==> src/rtl/hrld_pkg.sv <==
package hrld_pkg;

   localparam int SectorDegrees = 60;
   localparam int FullCode      = 255;
   localparam int SectorCount   = 8;            // hue/60 reaches 8 for a 9-bit hue
   localparam int Stages        = 5;            // register stages in the converter pipeline

   // reciprocal of 15 for the slope: (vs >> 3) * Slope15Mul >> Slope15Shift == vs / 120
   localparam int Slope15Mul   = 8739;
   localparam int Slope15Shift = 17;

   typedef enum logic {
      CMD_RGB = 1'b0,
      CMD_HSV = 1'b1
   } cmd_type;

   typedef enum logic [2:0] {
      SEC_R_TO_Y = 3'd0,
      SEC_Y_TO_G = 3'd1,
      SEC_G_TO_C = 3'd2,
      SEC_C_TO_B = 3'd3,
      SEC_B_TO_M = 3'd4,
      SEC_M_TO_R = 3'd5
   } sector_type;

   typedef struct packed {
      cmd_type                cmd;
      sector_type             sector;
      logic [5:0]             pos;
      logic [15:0]            vs;
      logic [15:0]            bottom;
      logic [15:0]            top;
      logic [9:0]             slope;
      logic [15:0]            ramp;
      logic [2:0][15:0]       chan;
      logic [2:0][7:0]        rgb;
   } pipe_type;

   function automatic logic [7:0] clamp_level(input logic signed [15:0] x);
      logic [7:0] res;
      if (x[15]) begin
         res = 8'd0;
      end else if (|x[14:8]) begin
         res = 8'(FullCode);
      end else begin
         res = x[7:0];
      end
      return res;
   endfunction

   // number of whole 60-degree steps in the hue, 0..8
   function automatic logic [3:0] hue_steps(input logic [8:0] hue);
      logic [3:0] n;
      n = 4'd0;
      for (int k = 1; k <= SectorCount; k++) begin
         if (hue >= 9'(k * SectorDegrees)) begin
            n = 4'(k);
         end
      end
      return n;
   endfunction

   // exact x / 255 for x up to 65025: one correction on x >> 8
   function automatic logic [7:0] div255(input logic [15:0] x);
      logic [8:0] rem;
      logic [7:0] q;
      q   = x[15:8];
      rem = {1'b0, x[7:0]} + {1'b0, q};
      if (rem >= 9'(FullCode)) begin
         q = q + 8'd1;
      end
      return q;
   endfunction

endpackage

==> src/rtl/hsv_to_rgb_led_duty.sv <==
// LED duty converter: each request word is a direct RGB color (command 0, three signed
// levels clamped to 0..255) or an HSV color (command 1) and gives one response word of
// three 8-bit PWM duty codes, duty fraction = code/255. The block is a five-stage pipeline
// (sector split and V*S products, slope by reciprocal multiply, slope*offset product, ramp
// select, divide by 255) and takes one word every cycle while the response side does not
// stall. Each stage holds its word while the stage after it is full and cannot pass its word
// on, so back-pressure never drops or repeats a word. Hue 360 and above uses the magenta-to-red
// sector formulas. There is no state and no configuration.
module hsv_to_rgb_led_duty (
   input  logic                clock,
   input  logic                reset,
   input  logic                req_valid,
   output logic                req_ready,
   input  logic                req_command,
   input  logic signed [15:0]  req_red_in,
   input  logic signed [15:0]  req_green_in,
   input  logic signed [15:0]  req_blue_in,
   input  logic [8:0]          req_hue,
   input  logic [7:0]          req_brightness,
   input  logic [7:0]          req_saturation,
   output logic                rsp_valid,
   input  logic                rsp_ready,
   output logic [7:0]          rsp_red_duty,
   output logic [7:0]          rsp_green_duty,
   output logic [7:0]          rsp_blue_duty
);
   import hrld_pkg::*;

   // per-stage valid bits and the words they qualify
   logic [Stages-1:0] valid_ff;
   logic [Stages-1:0] valid_in;
   logic [Stages-1:0] ready;
   pipe_type          s1_ff, s2_ff, s3_ff, s4_ff;
   pipe_type          s1_in, s2_in, s3_in, s4_in;
   logic [2:0][7:0]   duty_ff, duty_in;

   // a stage can take a word when it is empty or its word moves on this cycle
   always_comb begin
      ready[Stages-1] = !valid_ff[Stages-1] || rsp_ready;
      for (int i = Stages - 2; i >= 0; i--) begin
         ready[i] = !valid_ff[i] || ready[i+1];
      end
   end

   assign req_ready = ready[0];

   always_comb begin
      valid_in[0] = req_valid;
      for (int i = 1; i < Stages; i++) begin
         valid_in[i] = valid_ff[i-1];
      end
   end

   // stage 1: rgb clamp, hue sector and offset, V*S, bottom and top
   logic [3:0] steps;
   logic [9:0] steps_deg;
   logic [7:0] inv_sat;

   always_comb begin
      steps     = hue_steps(req_hue);
      steps_deg = 10'(steps) * 10'(SectorDegrees);
      inv_sat   = 8'(FullCode) - req_saturation;

      s1_in        = s2_ff;         // unused fields carry whatever
      s1_in.cmd    = cmd_type'(req_command);
      if (steps >= 4'(SEC_M_TO_R)) begin
         s1_in.sector = SEC_M_TO_R;  // hue 300 and up, including 360 and beyond
      end else begin
         s1_in.sector = sector_type'(steps[2:0]);
      end
      s1_in.pos    = 6'({1'b0, req_hue} - steps_deg);
      s1_in.vs     = req_brightness * req_saturation;
      s1_in.bottom = req_brightness * inv_sat;
      s1_in.top    = req_brightness * 8'(FullCode);
      s1_in.rgb[0] = clamp_level(req_red_in);
      s1_in.rgb[1] = clamp_level(req_green_in);
      s1_in.rgb[2] = clamp_level(req_blue_in);
   end

   // stage 2: slope = V*S / 120, as (V*S >> 3) / 15 by reciprocal
   logic [12:0] vs_div8;
   logic [26:0] slope_prod;

   always_comb begin
      vs_div8     = s1_ff.vs[15:3];
      slope_prod  = vs_div8 * 14'(Slope15Mul);
      s2_in       = s1_ff;
      s2_in.slope = slope_prod[Slope15Shift +: 10];
   end

   // stage 3: ramp = slope * offset within the sector
   always_comb begin
      s3_in      = s2_ff;
      s3_in.ramp = 16'(s2_ff.slope) * 16'(s2_ff.pos);
   end

   // stage 4: build the four ramps and route them per sector
   logic [15:0] half;
   logic [15:0] ramp_a, ramp_b, ramp_c, ramp_d;

   always_comb begin
      half   = {1'b0, s3_ff.vs[15:1]};
      // all ramps stay inside 0..65025, so 16 bits hold them
      ramp_a = s3_ff.bottom + s3_ff.ramp;
      ramp_b = s3_ff.bottom + half + s3_ff.ramp;
      ramp_c = s3_ff.top - s3_ff.ramp;
      ramp_d = s3_ff.top - half - s3_ff.ramp;

      s4_in = s3_ff;
      case (s3_ff.sector)
         SEC_R_TO_Y: s4_in.chan = {s3_ff.bottom, ramp_a, ramp_c};
         SEC_Y_TO_G: s4_in.chan = {s3_ff.bottom, ramp_b, ramp_d};
         SEC_G_TO_C: s4_in.chan = {ramp_a, ramp_c, s3_ff.bottom};
         SEC_C_TO_B: s4_in.chan = {ramp_b, ramp_d, s3_ff.bottom};
         SEC_B_TO_M: s4_in.chan = {ramp_c, s3_ff.bottom, ramp_a};
         default:    s4_in.chan = {ramp_d, s3_ff.bottom, ramp_b};
      endcase
   end

   // stage 5: scale each channel by 1/255, or pass the clamped rgb levels
   always_comb begin
      for (int c = 0; c < 3; c++) begin
         if (s4_ff.cmd == CMD_HSV) begin
            duty_in[c] = div255(s4_ff.chan[c]);
         end else begin
            duty_in[c] = s4_ff.rgb[c];
         end
      end
   end

   always_ff @(posedge clock) begin
      if (reset) begin
         valid_ff <= '0;
      end else begin
         for (int i = 0; i < Stages; i++) begin
            if (ready[i]) begin
               valid_ff[i] <= valid_in[i];
            end
         end
      end
   end

   always_ff @(posedge clock) begin
      if (ready[0]) begin
         s1_ff <= s1_in;
      end
      if (ready[1]) begin
         s2_ff <= s2_in;
      end
      if (ready[2]) begin
         s3_ff <= s3_in;
      end
      if (ready[3]) begin
         s4_ff <= s4_in;
      end
      if (ready[4]) begin
         duty_ff <= duty_in;
      end
   end

   assign rsp_valid      = valid_ff[Stages-1];
   assign rsp_red_duty   = duty_ff[0];
   assign rsp_green_duty = duty_ff[1];
   assign rsp_blue_duty  = duty_ff[2];

   // reciprocal slope matches an exact divide by 120
   a_slope_exact: assert property (@(posedge clock) disable iff (reset)
      valid_ff[1] |-> (17'(s2_ff.slope) * 17'd120 <= {1'b0, s2_ff.vs}) &&
                      ({1'b0, s2_ff.vs} < 17'(s2_ff.slope) * 17'd120 + 17'd120))
      else $error("slope is not V*S/120");

   // selected hsv channels never exceed 255*255
   a_chan_range: assert property (@(posedge clock) disable iff (reset)
      valid_ff[3] && s4_ff.cmd == CMD_HSV |->
         s4_ff.chan[0] <= 16'(FullCode * FullCode) &&
         s4_ff.chan[1] <= 16'(FullCode * FullCode) &&
         s4_ff.chan[2] <= 16'(FullCode * FullCode))
      else $error("hsv channel out of range");

   // an accepted request word lands in the first stage
   a_accept_lands: assert property (@(posedge clock) disable iff (reset)
      req_valid && req_ready |=> valid_ff[0])
      else $error("accepted word lost at stage one");

   // a full stage whose successor is blocked keeps its word
   a_stage_hold: assert property (@(posedge clock) disable iff (reset)
      valid_ff[2] && !ready[3] |=> valid_ff[2] && $stable(s3_ff))
      else $error("stalled word changed in the pipeline");

endmodule

==> config.mk <==
export PLATFORM = sky130hd
export DESIGN_NAME = hsv_to_rgb_led_duty
export DESIGN_NICKNAME = d
export VERILOG_FILES = /design/src/rtl/hrld_pkg.sv /design/src/rtl/hsv_to_rgb_led_duty.sv
export SDC_FILE = /design/constraint.sdc
export NUM_CORES = 1
export LEC_CHECK = 0
export ABC_CLOCK_PERIOD_IN_PS = 11500
export BUFFER_PORTS_ARGS = -buffer_cell sky130_fd_sc_hd__buf_2
export CAP_MARGIN = 20
export CELL_PAD_IN_SITES_DETAIL_PLACEMENT = 0
export CELL_PAD_IN_SITES_GLOBAL_PLACEMENT = 1
export CORE_MARGIN = 3
export CORE_UTILIZATION = 47
export DETAILED_ROUTE_END_ITERATION = 10
export PLACE_DENSITY = 0.75
export SETUP_SLACK_MARGIN = 0.15
export SLEW_MARGIN = 20
export SYNTH_ARGS = -nofsm -noshare
export SYNTH_HDL_FRONTEND = slang
export SYNTH_SLANG_ARGS = --single-unit
==> constraint.sdc <==
create_clock -name clock -period 11.5 [get_ports clock]
set_clock_uncertainty 0.15 [all_clocks]
set_input_delay 1.725 -clock clock [delete_from_list [all_inputs] [get_ports clock]]
set_output_delay 1.725 -clock clock [all_outputs]
set_load 0.02 [all_outputs]
## Word level (Yosys, flattened, before mapping)

Index checks and enable logic that the tools add are counted.

| cells by class | value |
|---|---|
| $add $sub $neg | 14 |
| $mul | 6 |
| magnitude comparators | 12 |
| equal/unequal tests | 4 |
| muxes and demuxes | 18 |
| reductions and logical operators | 14 |

Operators by type and width:

| operator | number |
|---|---|
| one-hot mux 48 bit (5 select lines) | 1 |
| 2-to-1 mux 8 bit | 9 |
| greater-or-equal comparator 9 x 8 -> 1 bit (second input constant) | 5 |
| greater-or-equal comparator 9 bit (second input constant) | 4 |
| adder 16 bit | 2 |
| multiplier 8 x 8 -> 16 bit | 2 |
| subtractor 16 bit | 2 |
| 2-to-1 mux 4 bit | 7 |
| adder 8 x 8 -> 9 bit | 3 |
| multiplier 13 x 14 -> 27 bit (second input constant) | 1 |
| adder 8 x 1 -> 8 bit (second input constant) | 3 |
| OR reduction 7 bit | 3 |
| adder 16 x 15 -> 16 bit | 1 |
| multiplier 10 x 6 -> 16 bit | 1 |
| multiplier 8 x 8 -> 16 bit (second input constant) | 1 |
| subtractor 16 x 15 -> 16 bit | 1 |
| greater-or-equal comparator 9 x 6 -> 1 bit (second input constant) | 1 |
| greater-or-equal comparator 9 x 7 -> 1 bit (second input constant) | 1 |
| subtractor 8 bit (first input constant) | 1 |
| == test 3 x 2 -> 1 bit (second input constant) | 2 |
| subtractor 6 bit | 1 |
| logical NOT 1 bit | 5 |
| logical OR 1 bit | 5 |
| greater-or-equal comparator 4 x 3 -> 1 bit (second input constant) | 1 |
| 5 further kinds | 5 |

| word-level totals | value |
|---|---|
| flip-flop bits (word level) | 368 |
| input port bits | 78 |
| output and inout port bits | 26 |
| word-level logic and storage cells | 111 |

## Logic depth before layout (Yosys ltp)

| depth | value |
|---|---|
| depth in word-level cells | 11 |
| depth in mapped cells | 19 |

## Worst setup path after synthesis

No wires, ideal clock.

| timing path | value |
|---|---|
| kind | input-to-reg |
| from | in req_brightness[5] |
| to | reg s1_ff[128] in the netlist's numbering, data pin |
| setup time | 0.257 ns |
| arrival | 5.899 ns |
| setup slack | 5.194 ns |
| cell stages on the path | 15 |
| path through | clkbuf_1 clkinv_1 nor2_1 fa_1 fa_1 fa_1 inv_1 fa_1 inv_1 ha_1 or2_2 o311a_1 or3_1 o311a_1 xor2_1 |

RTL lines:

| what | RTL line | RTL |
|---|---|---|
| start: declaration | hsv_to_rgb_led_duty.sv:19 | `input logic [7:0] req_brightness,` |
| end signal: assignment | hsv_to_rgb_led_duty.sv:145 | `s1_ff <= s1_in;` |
| end: declaration | hsv_to_rgb_led_duty.sv:33 | `pipe_type s1_ff, s2_ff, s3_ff, s4_ff;` |

==> reports/qor.csv <==
metric;value;unit
pre-CTS WS;4.871;ns
placed cell area;28920;um2
hold worst-path end;s3_ff[117];
sequential area share after synthesis;39.55;%
CTS tree;yes;
crit-path most repeated cell;fa_1;
Top Metal Used;met4;
slowest CP cell;fa_1;
worst r2r src;s1_ff[144];
Top delay family on crit path;adder cells;
clk sinks;365;
Final Instance Area;30180;um2
Worst path depth;15;
Post-CTS Hold Fix Bufs;0;
Via Count;18430;
worst relative slew slack;30.62;%
largest net degree at the start of global routing;78;
Max H-tree Level;2;
CTS Root Cell;clkbuf_16;
largest area contributor in the netlist;edfxtp_1;
Synth Instances;2505;
post-CTS sizing;0;
# nets final;3163;
post-detail-place hpwl;48.41;mm
Hold Vio Cnt, Final;0;
Final Critical Period;6.059;ns
pin slew with the least headroom to its limit;1.040;ns
ranking of synthesized cells by area;edfxtp_1 (39%), fa_1 (14%), ha_1 (14%);
Worst Hold Launch;s2_ff[117];
Async S/R FF share, synth;0;%
CTS max path bufs;3;
wirelength, routed;61.48;mm
IO Pins;104;
Top FF cell, synth;edfxtp_1;
final core utilization;52.11;%
Core Region;57920;um2
CP Launch Type;input port;
met2 wire length;29.38;mm
HP Class;register to register;
Avg Inst Size Synth;11.01;um2
CTS clk-pin slew, worst paths;0.06;ns
DRC errors left;0;
number of synthesized register bits;365;
Yosys top cell area share;39.19;%
hold-critical path depth;0;
DRT Pass-1 Iters;5;
max-slew violations;0;
GR Util All Layers;20.32;%
Post-synth EDFFs;360;
met3 WL;2.522;mm
Total Neg Setup Slack;0;ns
reg2reg setup slack;6.55;ns
synthesis-to-layout area growth;9.403;%
worst r2r dst;s1_in[96];
Worst-Skew Late Latency;0.56;ns
worst path cell trace;buf_2 > clkinv_1 > nor2_1 > fa_1 > fa_1 > fa_1 > inv_1 > fa_1 > inv_1 > ha_1 > or2_2 > o311a_1 > or3_1 > o311a_1 > xor2_1;
post-synthesis cell area;27580;um2
final-report setup violation count;0;
most frequent cell after synthesis;edfxtp_1;
setup bufs post-CTS;0;
first-pass GRT wire length;98.19;mm
die width;248.3;um
vias per cell;5.437;
Congestion Overflow GR;0;
Initial Util;47.63;%
worst reg-to-reg path cell count;17;
YS warnings;0;
vias in the first global route;18240;
unrepaired setup endpoints after global routing;no;
top cells by count, synth;edfxtp_1 (360), inv_1 (349), ha_1 (298);
Initial DRC Count;1134;
Max FO, Critical Path;12;
Crit Path Category;input port to register;
Distinct cells, synth;77;
Routed Antenna Nets;0;
# diodes;0;
syn_nets;3072;
Worst EP arrival;6.21;ns
Final period util;52.68;%
Die H;248.3;um
final worst slack;5.441;ns
fraction of layout cells with a size suffix above 1;7.965;%
Port Buffers;103;
Final Wtd Congestion;0.8938;
CTS Buf Count;39;
WL/cell;18.14;um
status;complete, no violations;
Worst setup EP type;register;
critical path buffer and inverter count;4;
antenna violations before repair;0;
peak per-stage delay on the critical path;0.55;ns
Worst Path Required;11.65;ns
num rows;88;
fmax;0.1651;GHz
Die ar.;61630;um2
max-cap violations;0;
Metal-1 WL;28.01;mm
[kinds of logic after synthesis]
kind of cell	count (synthesis)	share of synthesized area (%)
flops	365	39.55
buf+inv	416	5.665
simple gates	579	10.29
mux	32	1.388
xor+xnor	144	4.572
fa+ha+maj	490	27.42
compound gates	479	11.12
[stage by stage]
stage,hold slack (ns),std cells
after floorplan,0.2503,2505
after global placement,0.2504,3320
after detailed placement,0.2545,3320
after CTS,0.2457,3389
after global routing,0.2662,3389
final,0.2406,3389
[cell type report]
type	count	area [um2]
inverters	352	1323
well taps	765	957.2
fillers	5192	27740
clock inverters	22	237.7
multi-input cells	1724	15150
repair buffers	114	598.1
flip-flops and latches	365	10910
clock buffers	47	1006
[routing by layer]
layer / global-route usage (%) / vias to the layer above
met5: 0 / -
met4: 5.597 / 0
met3: 2.400 / 80
met2: 33.25 / 395
met1: 28.77 / 9051
li1: - / 8899
[worst max-delay path by stage]
stage | end | startpoint
floorplan | s1_ff[128] | req_brightness[5]
global placement | s1_ff[128] | req_brightness[5]
detailed placement | s1_ff[128] | req_brightness[5]
CTS | s1_ff[128] | req_brightness[5]
global route | s1_ff[127] | req_brightness[5]
finish | s1_ff[128] | req_brightness[5]
[flip-flops by register name, indices dropped and copies added (netlist names)]
register        count
rsp_red_duty        8
s2_ff              81
rsp_blue_duty       8
half               15
s4_ff              73
valid_ff            5
rsp_green_duty      8
s3_ff              76
s1_in              10
s1_ff              81
[placed cells by master (no fill, tap or decap), types with 23 or more instances in the layout]
cell type,synthesis,layout
a21o_1,38,38
xor2_1,57,57
inv_1,349,348
nor3_1,35,35
nor2_1,155,155
fa_1,191,191
nand3_1,30,29
ha_1,298,298
buf_2,0,103
nand2b_1,23,23
xnor2_1,87,87
nor2b_1,44,44
edfxtp_1,360,360
o21ai_0,82,82
and2_1,82,82
clkbuf_16,0,39
nand2_1,138,136
a21oi_1,172,172
Power is left out: the tool's default activity adds up to more than one toggle a clock period on the data nets, which glitch-free logic cannot reach.
